--- src/design/angular_falloff_table_interpolator_defines.svh ---
// ----------------------------------------------------------------------------
// angular falloff table interpolator: assertion macros
// concurrent checks on the clock and reset of the module that uses them
// ----------------------------------------------------------------------------
`ifndef ANGULAR_FALLOFF_TABLE_INTERPOLATOR_DEFINES_SVH
`define ANGULAR_FALLOFF_TABLE_INTERPOLATOR_DEFINES_SVH

`ifndef SYNTHESIS
// same-cycle implication
`define AFTI_ASSERT_NOW(lbl, ante, cons) \
lbl: assert property (@(posedge clock) disable iff (reset) (ante) |-> (cons)) \
   else $error("afti assertion failed");
// next-cycle implication
`define AFTI_ASSERT_NEXT(lbl, ante, cons) \
lbl: assert property (@(posedge clock) disable iff (reset) (ante) |=> (cons)) \
   else $error("afti assertion failed");
`else
`define AFTI_ASSERT_NOW(lbl, ante, cons)
`define AFTI_ASSERT_NEXT(lbl, ante, cons)
`endif

`endif

--- src/design/afti_pkg.sv ---
`timescale 1ns / 1ps
// ----------------------------------------------------------------------------
// afti_pkg
// shared types, constants and the arctangent step table
// ----------------------------------------------------------------------------
package afti_pkg;

   localparam int TABLE_DEPTH  = 16;
   localparam int IDX_W        = $clog2(TABLE_DEPTH);
   localparam int CNT_W        = 5;
   localparam int QUEUE_DEPTH  = 2;
   localparam int QPTR_W       = $clog2(QUEUE_DEPTH);
   localparam int ROOT_STEPS   = 24;
   localparam int CORDIC_STEPS = 24;
   localparam int DIV_STEPS    = 37;
   localparam int VEC_W        = 28;
   localparam int ACC_W        = 32;

   localparam logic [15:0] ANGLE_MAX = 16'd51472;
   localparam logic [15:0] VALUE_ONE = 16'd32768;
   localparam logic signed [ACC_W-1:0] HALF_PI_Q24 = 32'sd26353589;

   localparam logic MODE_EVAL = 1'b0;
   localparam logic MODE_LOAD = 1'b1;

   // one queued word, classified by the front
   typedef struct packed {
      logic               mode;
      logic               zero_dir;
      logic signed [15:0] dir_x;
      logic signed [15:0] dir_y;
      logic signed [15:0] dir_z;
      logic [IDX_W-1:0]   entry_index;
      logic [15:0]        entry_angle;
      logic [15:0]        entry_value;
   } item_type;

   typedef struct packed {
      logic [15:0] falloff;
      logic [15:0] angle;
      logic        beyond_cutoff;
      logic        bad_input;
   } result_type;

   typedef enum logic [4:0] {
      ST_IDLE, ST_MUL, ST_ROOT_INIT, ST_ROOT, ST_CORD_INIT, ST_CORD, ST_THETA,
      ST_SCAN_RD, ST_SCAN_CHK, ST_LO_RD, ST_LO_CHK, ST_HI_RD, ST_HI_CHK,
      ST_PROD, ST_DIV_INIT, ST_DIV, ST_FIX, ST_DONE
   } state_type;

   // round(atan(2^-i) * 2^24), exact power of two past step seven
   function automatic logic signed [ACC_W-1:0] atan_step(input logic [4:0] i);
      case (i)
         5'd0:    atan_step = 32'sd13176795;
         5'd1:    atan_step = 32'sd7778716;
         5'd2:    atan_step = 32'sd4110060;
         5'd3:    atan_step = 32'sd2086331;
         5'd4:    atan_step = 32'sd1047214;
         5'd5:    atan_step = 32'sd524117;
         5'd6:    atan_step = 32'sd262123;
         5'd7:    atan_step = 32'sd131069;
         default: atan_step = $signed(32'd1 << (5'd24 - i));
      endcase
   endfunction

endpackage

--- src/design/afti_if.sv ---
`timescale 1ns / 1ps
// ----------------------------------------------------------------------------
// afti request and response channels
// valid/ready handshake with the word payload
// ----------------------------------------------------------------------------
interface afti_req_if;
   logic               valid;
   logic               ready;
   logic               mode;
   logic signed [15:0] dir_x;
   logic signed [15:0] dir_y;
   logic signed [15:0] dir_z;
   logic [3:0]         entry_index;
   logic [15:0]        entry_angle;
   logic [15:0]        entry_value;

   modport source (output valid, mode, dir_x, dir_y, dir_z, entry_index,
                   entry_angle, entry_value, input ready);
   modport sink   (input valid, mode, dir_x, dir_y, dir_z, entry_index,
                   entry_angle, entry_value, output ready);
endinterface

interface afti_rsp_if;
   logic        valid;
   logic        ready;
   logic [15:0] falloff;
   logic [15:0] angle;
   logic        beyond_cutoff;
   logic        bad_input;

   modport source (output valid, falloff, angle, beyond_cutoff, bad_input,
                   input ready);
   modport sink   (input valid, falloff, angle, beyond_cutoff, bad_input,
                   output ready);
endinterface

--- src/design/afti_front.sv ---
`timescale 1ns / 1ps
// ----------------------------------------------------------------------------
// afti_front
// accepts request words, classifies them and holds them in a short queue
// ----------------------------------------------------------------------------
module afti_front (
   input  logic              clock,
   input  logic              reset,
   afti_req_if.sink          req,
   output afti_pkg::item_type q_item,
   output logic              q_valid,
   input  logic              q_pop
);
   import afti_pkg::*;

   item_type            fifo_mem [QUEUE_DEPTH];
   item_type            new_item;
   logic [QPTR_W-1:0]   wr_ptr_ff, wr_ptr_in;
   logic [QPTR_W-1:0]   rd_ptr_ff, rd_ptr_in;
   logic [QPTR_W:0]     count_ff, count_in;
   logic                push;
   logic                pop;

   // classify the incoming word
   always_comb begin
      new_item.mode        = req.mode;
      new_item.zero_dir    = (req.dir_x == 16'sd0) && (req.dir_y == 16'sd0) &&
                             (req.dir_z == 16'sd0);
      new_item.dir_x       = req.dir_x;
      new_item.dir_y       = req.dir_y;
      new_item.dir_z       = req.dir_z;
      new_item.entry_index = req.entry_index[IDX_W-1:0];
      new_item.entry_angle = req.entry_angle;
      new_item.entry_value = req.entry_value;
   end

   // queue control
   assign req.ready = (count_ff != (QPTR_W+1)'(QUEUE_DEPTH));
   assign push      = req.valid && req.ready;
   assign q_valid   = (count_ff != '0);
   assign pop       = q_pop && q_valid;
   assign q_item    = fifo_mem[rd_ptr_ff];

   always_comb begin
      wr_ptr_in = push ? wr_ptr_ff + 1'b1 : wr_ptr_ff;
      rd_ptr_in = pop ? rd_ptr_ff + 1'b1 : rd_ptr_ff;
      count_in  = count_ff;
      if (push && !pop) begin
         count_in = count_ff + 1'b1;
      end else if (pop && !push) begin
         count_in = count_ff - 1'b1;
      end
   end

   always_ff @(posedge clock) begin
      if (reset) begin
         wr_ptr_ff <= '0;
         rd_ptr_ff <= '0;
         count_ff  <= '0;
      end else begin
         wr_ptr_ff <= wr_ptr_in;
         rd_ptr_ff <= rd_ptr_in;
         count_ff  <= count_in;
      end
   end

   // queue storage
   always_ff @(posedge clock) begin
      if (push) begin
         fifo_mem[wr_ptr_ff] <= new_item;
      end
   end

endmodule

--- src/design/afti_back.sv ---
`timescale 1ns / 1ps
// ----------------------------------------------------------------------------
// afti_back
// sequencer: table writes, square root, cordic angle, interval search,
// interpolation with a bit-serial divider, and the response register
// ----------------------------------------------------------------------------
`include "angular_falloff_table_interpolator_defines.svh"

module afti_back (
   input  logic                           clock,
   input  logic                           reset,
   input  afti_pkg::item_type             q_item,
   input  logic                           q_valid,
   output logic                           q_pop,
   input  logic [afti_pkg::CNT_W-1:0]     entry_count,
   afti_rsp_if.source                     rsp
);
   import afti_pkg::*;

   state_type state_ff, state_in;

   // table memories
   logic [15:0]      angle_mem [TABLE_DEPTH];
   logic [15:0]      value_mem [TABLE_DEPTH];
   logic [15:0]      angle_rd_ff;
   logic [15:0]      value_rd_ff;
   logic [IDX_W-1:0] rd_addr;
   logic             mem_we;

   // datapath registers
   logic signed [15:0]      x_ff, x_in, y_ff, y_in, z_ff, z_in;
   logic [31:0]             xx_ff, xx_in, yy_ff, yy_in;
   logic [47:0]             rad_ff, rad_in;
   logic [25:0]             rem_ff, rem_in;
   logic [23:0]             root_ff, root_in;
   logic signed [VEC_W-1:0] vx_ff, vx_in, vy_ff, vy_in;
   logic signed [ACC_W-1:0] acc_ff, acc_in;
   logic [5:0]              cnt_ff, cnt_in;
   logic [15:0]             theta_ff, theta_in;
   logic [IDX_W-1:0]        best_ff, best_in;
   logic [15:0]             a0_ff, a0_in, v0_ff, v0_in, a1_ff, a1_in, v1_ff, v1_in;
   logic signed [33:0]      prod_ff, prod_in;
   logic [16:0]             den_ff, den_in;
   logic                    den_neg_ff, den_neg_in;
   logic                    neg_ff, neg_in;
   logic [36:0]             quo_ff, quo_in;
   logic [17:0]             drem_ff, drem_in;
   logic [17:0]             dvs_ff, dvs_in;
   result_type              res_ff, res_in;
   result_type              out_ff, out_in;
   logic                    out_vld_ff, out_vld_in;

   // combinational helpers
   logic [CNT_W-1:0]        n_cnt;
   logic [IDX_W-1:0]        last_idx;
   logic                    out_free;
   logic [27:0]             sq_t, sq_trial;
   logic signed [VEC_W-1:0] cd_dx, cd_dy, z_vec;
   logic signed [ACC_W-1:0] cd_step, acc_rnd;
   logic signed [16:0]      d_theta, d_val, d_ang;
   logic signed [34:0]      num_s;
   logic signed [36:0]      nn_s;
   logic [17:0]             dv_t;
   logic [37:0]             q_mag;
   logic signed [38:0]      q_s;
   logic signed [39:0]      f_s;

   // clamp the entry count to the table
   always_comb begin
      if (entry_count < CNT_W'(2)) begin
         n_cnt = CNT_W'(2);
      end else if (entry_count > CNT_W'(TABLE_DEPTH)) begin
         n_cnt = CNT_W'(TABLE_DEPTH);
      end else begin
         n_cnt = entry_count;
      end
      last_idx = IDX_W'(n_cnt - 1'b1);
   end

   assign out_free = !out_vld_ff || rsp.ready;

   // next state
   always_comb begin
      state_in = state_ff;
      case (state_ff)
         ST_IDLE: begin
            if (q_valid) begin
               if (q_item.mode == MODE_LOAD || q_item.zero_dir) begin
                  state_in = ST_DONE;
               end else begin
                  state_in = ST_MUL;
               end
            end
         end
         ST_MUL:       state_in = ST_ROOT_INIT;
         ST_ROOT_INIT: state_in = ST_ROOT;
         ST_ROOT: begin
            if (cnt_ff == 6'(ROOT_STEPS - 1)) state_in = ST_CORD_INIT;
         end
         ST_CORD_INIT: state_in = ST_CORD;
         ST_CORD: begin
            if (cnt_ff == 6'(CORDIC_STEPS - 1)) state_in = ST_THETA;
         end
         ST_THETA:   state_in = ST_SCAN_RD;
         ST_SCAN_RD: state_in = ST_SCAN_CHK;
         ST_SCAN_CHK: begin
            if (cnt_ff[IDX_W-1:0] == last_idx) begin
               state_in = (theta_ff > angle_rd_ff) ? ST_DONE : ST_LO_RD;
            end else begin
               state_in = ST_SCAN_RD;
            end
         end
         ST_LO_RD:  state_in = ST_LO_CHK;
         ST_LO_CHK: state_in = ST_HI_RD;
         ST_HI_RD:  state_in = ST_HI_CHK;
         ST_HI_CHK: state_in = ST_PROD;
         ST_PROD:   state_in = (a1_ff == a0_ff) ? ST_DONE : ST_DIV_INIT;
         ST_DIV_INIT: state_in = ST_DIV;
         ST_DIV: begin
            if (cnt_ff == 6'(DIV_STEPS - 1)) state_in = ST_FIX;
         end
         ST_FIX:  state_in = ST_DONE;
         ST_DONE: begin
            if (out_free) state_in = ST_IDLE;
         end
         default: state_in = ST_IDLE;
      endcase
   end

   // control outputs
   always_comb begin
      q_pop   = 1'b0;
      mem_we  = 1'b0;
      rd_addr = cnt_ff[IDX_W-1:0];
      case (state_ff)
         ST_IDLE: begin
            q_pop  = q_valid;
            mem_we = q_valid && (q_item.mode == MODE_LOAD);
         end
         ST_LO_RD: rd_addr = best_ff;
         ST_HI_RD: rd_addr = best_ff + 1'b1;
         default:  rd_addr = cnt_ff[IDX_W-1:0];
      endcase
   end

   // datapath
   always_comb begin
      x_in = x_ff; y_in = y_ff; z_in = z_ff;
      xx_in = xx_ff; yy_in = yy_ff;
      rad_in = rad_ff; rem_in = rem_ff; root_in = root_ff;
      vx_in = vx_ff; vy_in = vy_ff; acc_in = acc_ff;
      cnt_in = cnt_ff; theta_in = theta_ff; best_in = best_ff;
      a0_in = a0_ff; v0_in = v0_ff; a1_in = a1_ff; v1_in = v1_ff;
      prod_in = prod_ff; den_in = den_ff; den_neg_in = den_neg_ff;
      neg_in = neg_ff; quo_in = quo_ff; drem_in = drem_ff; dvs_in = dvs_ff;
      res_in = res_ff;

      // square root digit
      sq_t     = {rem_ff, rad_ff[47:46]};
      sq_trial = {2'b00, root_ff, 2'b01};

      // cordic micro-rotation
      cd_dx   = vy_ff >>> cnt_ff[4:0];
      cd_dy   = vx_ff >>> cnt_ff[4:0];
      cd_step = atan_step(cnt_ff[4:0]);
      z_vec   = VEC_W'($signed({z_ff, 8'd0}));
      acc_rnd = (acc_ff + 32'sd512) >>> 10;

      // interpolation terms
      d_theta = $signed({1'b0, theta_ff}) - $signed({1'b0, a0_ff});
      d_val   = $signed({1'b0, v1_ff}) - $signed({1'b0, v0_ff});
      d_ang   = $signed({1'b0, a1_ff}) - $signed({1'b0, a0_ff});
      num_s   = den_neg_ff ? -{prod_ff[33], prod_ff} : {prod_ff[33], prod_ff};
      nn_s    = $signed({num_s[34], num_s, 1'b0}) + $signed({20'd0, den_ff});
      dv_t    = {drem_ff[16:0], quo_ff[36]};
      q_mag   = {1'b0, quo_ff} + {37'd0, (neg_ff && (drem_ff != '0))};
      q_s     = neg_ff ? -$signed({1'b0, q_mag}) : $signed({1'b0, q_mag});
      f_s     = $signed({q_s[38], q_s}) + $signed({24'd0, v0_ff});

      case (state_ff)
         ST_IDLE: begin
            res_in = '0;
            if (q_valid) begin
               if (q_item.mode == MODE_EVAL && q_item.zero_dir) begin
                  res_in.bad_input = 1'b1;
               end
               x_in = q_item.dir_x;
               y_in = q_item.dir_y;
               z_in = q_item.dir_z;
            end
         end
         ST_MUL: begin
            xx_in = 32'(x_ff) * 32'(x_ff);
            yy_in = 32'(y_ff) * 32'(y_ff);
         end
         ST_ROOT_INIT: begin
            rad_in  = {xx_ff + yy_ff, 16'd0};
            rem_in  = '0;
            root_in = '0;
            cnt_in  = '0;
         end
         ST_ROOT: begin
            rad_in = {rad_ff[45:0], 2'b00};
            cnt_in = cnt_ff + 1'b1;
            if (sq_t >= sq_trial) begin
               rem_in  = 26'(sq_t - sq_trial);
               root_in = {root_ff[22:0], 1'b1};
            end else begin
               rem_in  = sq_t[25:0];
               root_in = {root_ff[22:0], 1'b0};
            end
         end
         ST_CORD_INIT: begin
            cnt_in = '0;
            if (z_ff[15]) begin
               vx_in  = $signed({4'd0, root_ff});
               vy_in  = -z_vec;
               acc_in = HALF_PI_Q24;
            end else begin
               vx_in  = z_vec;
               vy_in  = $signed({4'd0, root_ff});
               acc_in = '0;
            end
         end
         ST_CORD: begin
            cnt_in = cnt_ff + 1'b1;
            if (!vy_ff[VEC_W-1]) begin
               vx_in  = vx_ff + cd_dx;
               vy_in  = vy_ff - cd_dy;
               acc_in = acc_ff + cd_step;
            end else begin
               vx_in  = vx_ff - cd_dx;
               vy_in  = vy_ff + cd_dy;
               acc_in = acc_ff - cd_step;
            end
         end
         ST_THETA: begin
            cnt_in  = '0;
            best_in = '0;
            if (acc_rnd[ACC_W-1]) begin
               theta_in = '0;
            end else if (acc_rnd > $signed({16'd0, ANGLE_MAX})) begin
               theta_in = ANGLE_MAX;
            end else begin
               theta_in = acc_rnd[15:0];
            end
            res_in.angle = '0;
         end
         ST_SCAN_CHK: begin
            res_in.angle = theta_ff;
            if (cnt_ff[IDX_W-1:0] == last_idx) begin
               if (theta_ff > angle_rd_ff) begin
                  res_in.beyond_cutoff = 1'b1;
               end
            end else begin
               if (angle_rd_ff <= theta_ff) begin
                  best_in = cnt_ff[IDX_W-1:0];
               end
               cnt_in = cnt_ff + 1'b1;
            end
         end
         ST_LO_CHK: begin
            a0_in = angle_rd_ff;
            v0_in = value_rd_ff;
         end
         ST_HI_CHK: begin
            a1_in = angle_rd_ff;
            v1_in = value_rd_ff;
         end
         ST_PROD: begin
            prod_in    = d_theta * d_val;
            den_neg_in = d_ang[16];
            den_in     = d_ang[16] ? 17'(-d_ang) : 17'(d_ang);
            if (a1_ff == a0_ff) begin
               res_in.bad_input = 1'b1;
            end
         end
         ST_DIV_INIT: begin
            neg_in  = nn_s[36];
            quo_in  = nn_s[36] ? 37'(-nn_s) : 37'(nn_s);
            drem_in = '0;
            dvs_in  = {den_ff, 1'b0};
            cnt_in  = '0;
         end
         ST_DIV: begin
            cnt_in = cnt_ff + 1'b1;
            if (dv_t >= dvs_ff) begin
               drem_in = dv_t - dvs_ff;
               quo_in  = {quo_ff[35:0], 1'b1};
            end else begin
               drem_in = dv_t;
               quo_in  = {quo_ff[35:0], 1'b0};
            end
         end
         ST_FIX: begin
            if (f_s[39]) begin
               res_in.falloff = '0;
            end else if (f_s > $signed({24'd0, VALUE_ONE})) begin
               res_in.falloff = VALUE_ONE;
            end else begin
               res_in.falloff = f_s[15:0];
            end
         end
         default: begin
         end
      endcase
   end

   // response register
   always_comb begin
      out_in     = out_ff;
      out_vld_in = out_vld_ff;
      if (out_vld_ff && rsp.ready) begin
         out_vld_in = 1'b0;
      end
      if (state_ff == ST_DONE && out_free) begin
         out_in     = res_ff;
         out_vld_in = 1'b1;
      end
   end

   assign rsp.valid         = out_vld_ff;
   assign rsp.falloff       = out_ff.falloff;
   assign rsp.angle         = out_ff.angle;
   assign rsp.beyond_cutoff = out_ff.beyond_cutoff;
   assign rsp.bad_input     = out_ff.bad_input;

   // control registers
   always_ff @(posedge clock) begin
      if (reset) begin
         state_ff   <= ST_IDLE;
         out_vld_ff <= 1'b0;
      end else begin
         state_ff   <= state_in;
         out_vld_ff <= out_vld_in;
      end
   end

   // payload registers
   always_ff @(posedge clock) begin
      x_ff <= x_in; y_ff <= y_in; z_ff <= z_in;
      xx_ff <= xx_in; yy_ff <= yy_in;
      rad_ff <= rad_in; rem_ff <= rem_in; root_ff <= root_in;
      vx_ff <= vx_in; vy_ff <= vy_in; acc_ff <= acc_in;
      cnt_ff <= cnt_in; theta_ff <= theta_in; best_ff <= best_in;
      a0_ff <= a0_in; v0_ff <= v0_in; a1_ff <= a1_in; v1_ff <= v1_in;
      prod_ff <= prod_in; den_ff <= den_in; den_neg_ff <= den_neg_in;
      neg_ff <= neg_in; quo_ff <= quo_in; drem_ff <= drem_in; dvs_ff <= dvs_in;
      res_ff <= res_in;
      out_ff <= out_in;
   end

   // table memories, one write and one registered read a cycle
   always_ff @(posedge clock) begin
      if (mem_we) begin
         angle_mem[q_item.entry_index] <= q_item.entry_angle;
         value_mem[q_item.entry_index] <= q_item.entry_value;
      end
      angle_rd_ff <= angle_mem[rd_addr];
      value_rd_ff <= value_mem[rd_addr];
   end

   // checks
   `AFTI_ASSERT_NEXT(a_load_to_done, (state_ff == ST_IDLE && q_valid && q_item.mode == MODE_LOAD), (state_ff == ST_DONE))
   `AFTI_ASSERT_NOW(a_beyond_gives_zero, (out_vld_ff && out_ff.beyond_cutoff), (out_ff.falloff == 16'd0 && !out_ff.bad_input))
   `AFTI_ASSERT_NOW(a_result_range, out_vld_ff, (out_ff.falloff <= VALUE_ONE && out_ff.angle <= ANGLE_MAX))

endmodule

--- src/design/angular_falloff_table_interpolator.sv ---
`timescale 1ns / 1ps
// sequence: a load word writes the table; an evaluate word runs the 24-step root,
//   the 24-step cordic, a scan over the n table entries (n = clamped entry_count)
//   and at most the 37-step divider in the back sequencer
// capacity: one word in the back at a time, two more held in the queue
// reset: synchronous, clears queue, sequencer and response valid; entry_count 2
// ----------------------------------------------------------------------------
// angular_falloff_table_interpolator
// top level: front queue, back sequencer and the entry count register
// ----------------------------------------------------------------------------
module angular_falloff_table_interpolator (
   input  logic       clock,
   input  logic       reset,
   afti_req_if.sink   req,
   afti_rsp_if.source rsp,
   input  logic       csr_wr_en,
   input  logic [4:0] csr_wr_data
);
   import afti_pkg::*;

   item_type         q_item;
   logic             q_valid;
   logic             q_pop;
   logic [CNT_W-1:0] entry_count_ff, entry_count_in;

   // entry count register
   assign entry_count_in = csr_wr_en ? csr_wr_data : entry_count_ff;

   always_ff @(posedge clock) begin
      if (reset) begin
         entry_count_ff <= CNT_W'(2);
      end else begin
         entry_count_ff <= entry_count_in;
      end
   end

   // front: accept and classify
   afti_front u_front (
      .clock   (clock),
      .reset   (reset),
      .req     (req),
      .q_item  (q_item),
      .q_valid (q_valid),
      .q_pop   (q_pop)
   );

   // back: execute and respond
   afti_back u_back (
      .clock       (clock),
      .reset       (reset),
      .q_item      (q_item),
      .q_valid     (q_valid),
      .q_pop       (q_pop),
      .entry_count (entry_count_ff),
      .rsp         (rsp)
   );

endmodule
--- src/flat_wrapper.sv ---
// flat-port wrapper written by rule: the top's interface ports become plain ports
module angular_falloff_table_interpolator_flat import afti_pkg::*;
  (clock, reset, csr_wr_en, csr_wr_data, req_valid, req_mode, req_dir_x, req_dir_y, req_dir_z, req_entry_index, req_entry_angle, req_entry_value, req_ready, rsp_valid, rsp_falloff, rsp_angle, rsp_beyond_cutoff, rsp_bad_input, rsp_ready);
  afti_req_if req_i ();
  afti_rsp_if rsp_i ();
  input  logic clock;
  input  logic reset;
  input  logic csr_wr_en;
  input  logic [4:0] csr_wr_data;
  input wire logic [$bits(req_i.valid)-1:0] req_valid;
  input wire logic [$bits(req_i.mode)-1:0] req_mode;
  input wire logic [$bits(req_i.dir_x)-1:0] req_dir_x;
  input wire logic [$bits(req_i.dir_y)-1:0] req_dir_y;
  input wire logic [$bits(req_i.dir_z)-1:0] req_dir_z;
  input wire logic [$bits(req_i.entry_index)-1:0] req_entry_index;
  input wire logic [$bits(req_i.entry_angle)-1:0] req_entry_angle;
  input wire logic [$bits(req_i.entry_value)-1:0] req_entry_value;
  output wire logic [$bits(req_i.ready)-1:0] req_ready;
  output wire logic [$bits(rsp_i.valid)-1:0] rsp_valid;
  output wire logic [$bits(rsp_i.falloff)-1:0] rsp_falloff;
  output wire logic [$bits(rsp_i.angle)-1:0] rsp_angle;
  output wire logic [$bits(rsp_i.beyond_cutoff)-1:0] rsp_beyond_cutoff;
  output wire logic [$bits(rsp_i.bad_input)-1:0] rsp_bad_input;
  input wire logic [$bits(rsp_i.ready)-1:0] rsp_ready;
  assign req_i.valid = req_valid;
  assign req_i.mode = req_mode;
  assign req_i.dir_x = req_dir_x;
  assign req_i.dir_y = req_dir_y;
  assign req_i.dir_z = req_dir_z;
  assign req_i.entry_index = req_entry_index;
  assign req_i.entry_angle = req_entry_angle;
  assign req_i.entry_value = req_entry_value;
  assign req_ready = req_i.ready;
  assign rsp_valid = rsp_i.valid;
  assign rsp_falloff = rsp_i.falloff;
  assign rsp_angle = rsp_i.angle;
  assign rsp_beyond_cutoff = rsp_i.beyond_cutoff;
  assign rsp_bad_input = rsp_i.bad_input;
  assign rsp_i.ready = rsp_ready;
  angular_falloff_table_interpolator u_core (.clock(clock), .reset(reset), .req(req_i), .rsp(rsp_i), .csr_wr_en(csr_wr_en), .csr_wr_data(csr_wr_data));
endmodule
--- config.mk ---
export PLATFORM = sky130hd
export DESIGN_NAME = angular_falloff_table_interpolator_flat
export DESIGN_NICKNAME = d
export VERILOG_FILES = /design/src/design/afti_pkg.sv /design/src/design/afti_if.sv /design/src/design/afti_front.sv /design/src/design/afti_back.sv /design/src/design/angular_falloff_table_interpolator.sv /design/src/flat_wrapper.sv
export VERILOG_INCLUDE_DIRS = /design/src /design/src/design
export SDC_FILE = /design/constraint.sdc
export NUM_CORES = 2
export LEC_CHECK = 0
export BUFFER_PORTS_ARGS = -buffer_cell sky130_fd_sc_hd__buf_4
export CAP_MARGIN = 20
export CORE_ASPECT_RATIO = 1.2
export CORE_UTILIZATION = 40
export DETAILED_ROUTE_END_ITERATION = 16
export SYNTH_ARGS = -nofsm -noshare
export SYNTH_HDL_FRONTEND = slang
export SYNTH_SLANG_ARGS = --single-unit
export TNS_END_PERCENT = 10
--- constraint.sdc ---
create_clock -name clock -period 19 [get_ports clock]
set_clock_uncertainty 0.05 [all_clocks]
set_input_delay 1.9 -clock clock [delete_from_list [all_inputs] [get_ports clock]]
set_output_delay 1.9 -clock clock [all_outputs]
set_load 0.02 [all_outputs]
==> impl_metrics.py <==
metrics = {
    "global_route": {
        "grt_max_degree": 126,
        "grt_overflow_total": 0,
        "track_usage_pct": 20.9,
        "grt_first_pass_wirelength_um": 398000,
        "first_global_vias": 68200,
        "grt_util_met3_pct": 2.47,
        "grt-busiest-layer": "met2",
        "antenna_found_initial": 6,
        "grt_use_met2_pct": 36.6,
        "grt_use_met1_pct": 26.1,
    },
    "critical_path": {
        "slowest_delay_ns": 0.93,
        "worstReg2RegEnd": "u_core.u_back.prod_ff[33]$_DFFE_PN_",
        "path_buf_inv": 6,
        "crit_fanout": 10,
        "critPathCaptureType": "flip-flop",
        "crit_family": "adder cells",
        "r2r_start": "u_core.u_back.theta_ff[0]$_SDFFCE_PP0P_",
        "crit_slowest_cell": "fa_1",
        "path_common_cell": "fa_1",
        "required_ns": 19.48,
        "ff2ff_setup_slack_ns": 7.88,
        "worstSetupStartpointType": "flip-flop",
        "path_class": "reg -> reg",
        "critPathArrivalTime_ns": 11.60,
        "ff2ff_path_depth": 38,
    },
    "placement": {
        "port_buffers": 130,
        "placed_area_um2": 103000,
        "dp_hpwl_um": 192000,
        "globalplace.congestion": 0.898,
    },
    "status": {
        "status": "completed",
    },
    "finish": {
        "seqCellArea_um2": 38400,
        "fin_nets": 10200,
        "final_area_um2": 107000,
        "final_util_pct": 44.3,
        "fillers": 22500,
        "syn_to_final_growth_pct": 9.85,
        "drive_gt1_share_pct": 9.79,
        "multi_input_area_um2": 54300,
    },
    "synth": {
        "synthCells": 8729,
        "yosys_warnings": 0,
        "synth-async-reset-ratio_pct": 0,
        "synth_nets": 10100,
        "synth_seq_cells": 1295,
        "synth_top_flop_cell": "edfxtp_1",
        "synthDistinctLibCells": 104,
        "syn-cell-area_um2": 97900,
        "synth_edf_count": 1247,
        "synth-seq-area-share_pct": 39.2,
        "avgSynthCellArea_um2": 11.2,
    },
    "timing": {
        "setup_viol": 0,
        "finalCriticalPeriod_ns": 11.12,
        "worst_pin_slew_ns": 1.21,
        "finalMaxSlewViolations": 0,
        "fmax_ghz": 0.0899,
        "period_share_pct": 58.5,
        "finalHoldViolations": 0,
        "rsz0062_at_grt": "no",
        "max-slew-margin-rel_pct": 18.9,
        "finalSetupTns_ns": 0,
    },
    "floorplanning": {
        "die_h_um": 544,
        "io_pins": 131,
        "start_util_pct": 40.3,
        "num_rows": 198,
        "coreArea_um2": 243000,
        "dieArea_um2": 247000,
        "die_w_um": 454,
    },
    "route": {
        "drt-total-wl_um": 257000,
        "wl_per_cell_um": 21.2,
        "vias": 65500,
        "drt.antenna.violating_nets": 0,
        "drt_iter0_drc": 4191,
        "dr.pass1.iters": 8,
        "route.detailed.drc": 0,
        "viasPerCell": 5.40,
    },
    "clock_network": {
        "cts.path.max_buffers": 4,
        "numCtsBuffers": 150,
        "cts.sinks": 1295,
        "cts_root_buf": "clkbuf_16",
        "h-tree-depth": 4,
        "insertion_delay_ns": 0.82,
        "clkTransAtPathRegs_ns": 0.06,
        "post_cts_buffers": 0,
        "ctsHoldBuffers": 0,
        "cts_tree": "done",
        "ctsResizeCount": 0,
    },
    "worst_hold_path": {
        "holdPathStages": 0,
        "hp-class": "reg -> reg",
        "whs_endpoint": "u_core.u_back.rsp.angle[13]$_DFFE_PP_",
        "hp-start": "u_core.u_back.res_ff[15]$_SDFFCE_PN0P_",
    },
    "flow_run": {
        "drv_cap": 0,
    },
}
[per-stage QoR]
stage          hold slack [ns]  std cells  setup slack, ns
6_report                 0.367      12100             7.88
4_1_cts                  0.365      12100             7.73
3_5_place_dp             0.355      11900             7.77
3_3_place_gp             0.354      11900             7.88
2_1_floorplan            0.350       8729             9.22
5_1_grt                  0.376      12100             6.92
[flip-flops by register name, indices dropped and copies added (netlist names), 17 cells and up, named ones only]
| signal | flops |
|---|---|
| u_core.u_back.value_mem | 256 |
| u_core.u_back.root_ff | 24 |
| u_core.u_back.angle_mem | 256 |
| u_core.u_front.fifo_mem | 172 |
| u_core.u_back.drem_ff | 18 |
| u_core.u_back.quo_ff | 37 |
| u_core.u_back.vx_ff | 28 |
| u_core.u_back.prod_ff | 34 |
| u_core.u_back.rem_ff | 26 |
| u_core.u_back.dvs_ff | 17 |
| u_core.u_back.yy_ff | 31 |
| u_core.u_back.xx_ff | 31 |
| u_core.u_back.vy_ff | 28 |
| u_core.u_back.rad_ff | 32 |
| u_core.u_back.res_ff | 34 |
| u_core.u_back.acc_ff | 32 |
| u_core.u_back.den_ff | 17 |
[per-layer routing]
| metal | wire, µm | vias to the layer above |
|---|---|---|
| met4 | 10700 | 4 |
| met2 | 129000 | 1586 |
| met3 | 11000 | 443 |
| met5 | 30 | - |
| li1 | - | 30500 |
| met1 | 107000 | 32900 |
[synth_stat cells (62+ instances only)]
master / count / area (µm²)
nor2_1: 667 / 2500
a21oi_1: 390 / 1950
edfxtp_1: 1247 / 37400
nor3_1: 156 / 781
mux2_2: 104 / 1170
and2_1: 139 / 870
nand4_1: 62 / 388
clkbuf_1: 240 / 901
a21o_1: 111 / 833
o21ai_0: 332 / 1660
nor2b_1: 108 / 676
mux4_2: 189 / 4260
xnor2_1: 386 / 3380
mux2i_1: 155 / 1550
nand2_1: 677 / 2540
xor2_1: 202 / 1770
and3_1: 76 / 475
fa_1: 783 / 15700
nand3_1: 120 / 601
nand2b_1: 70 / 438
a31oi_1: 68 / 425
inv_1: 1106 / 4150
ha_1: 531 / 6640
[final cells by class]
type | instances | area share (%)
repair buffers | 243 | 1.73
clock inverters | 61 | 0.520
flip-flops and latches | 1295 | 35.7
multi-input cells | 6012 | 50.5
inverters | 1112 | 3.88
diodes | 4 | 0.00931
well taps | 3200 | 3.72
clock buffers | 190 | 3.87
[worst max path at each step]
| stage | cells past startpoint | end | start |
|---|---|---|---|
| 5_1_grt | 38 | u_core.u_back.prod_ff[33]$_DFFE_PN_ | u_core.u_back.theta_ff[0]$_SDFFCE_PP0P_ |
| 4_1_cts | 38 | u_core.u_back.prod_ff[33]$_DFFE_PN_ | u_core.u_back.theta_ff[0]$_SDFFCE_PP0P_ |
| 2_1_floorplan | 38 | u_core.u_back.prod_ff[33]$_DFFE_PN_ | u_core.u_back.theta_ff[0]$_SDFFCE_PP0P_ |
| 3_3_place_gp | 38 | u_core.u_back.prod_ff[33]$_DFFE_PN_ | u_core.u_back.theta_ff[0]$_SDFFCE_PP0P_ |
| 6_report | 38 | u_core.u_back.prod_ff[33]$_DFFE_PN_ | u_core.u_back.theta_ff[0]$_SDFFCE_PP0P_ |
| 3_5_place_dp | 38 | u_core.u_back.prod_ff[33]$_DFFE_PN_ | u_core.u_back.theta_ff[0]$_SDFFCE_PP0P_ |
[cell families after synthesis]
group                      count (synthesis)  synth area share (%)
adders and majority gates               1314                  22.8
DFF                                     1295                  39.2
and+or+nand+nor                         2316                  11.3
buffers and inverters                   1422                  5.54
xor gates and xnor gates                 589                  5.28
muxes                                    451                  7.17
AOI/OAI and AO/OA                       1342                  8.63
[cells in the final DEF, fill, tap and decap left out, types with 68 or more instances in the layout]
master and n:
xor2_1 201, nor2_1 641, mux4_2 189, nor2b_1 107
a21o_1 111, a21oi_1 390, and2_1 138, mux2i_1 155
buf_4 239, nand2b_1 70, xnor2_1 386, fa_1 783
edfxtp_1 1247, clkbuf_16 159, a31oi_1 68, nand3_1 119
o21ai_0 327, ha_1 531, and3_1 75, inv_1 1105
nand2_1 677, mux2_2 104, nor3_1 153
Power is left out: the tool's default activity adds up to more than one toggle a clock period on the data nets, which glitch-free logic cannot reach.
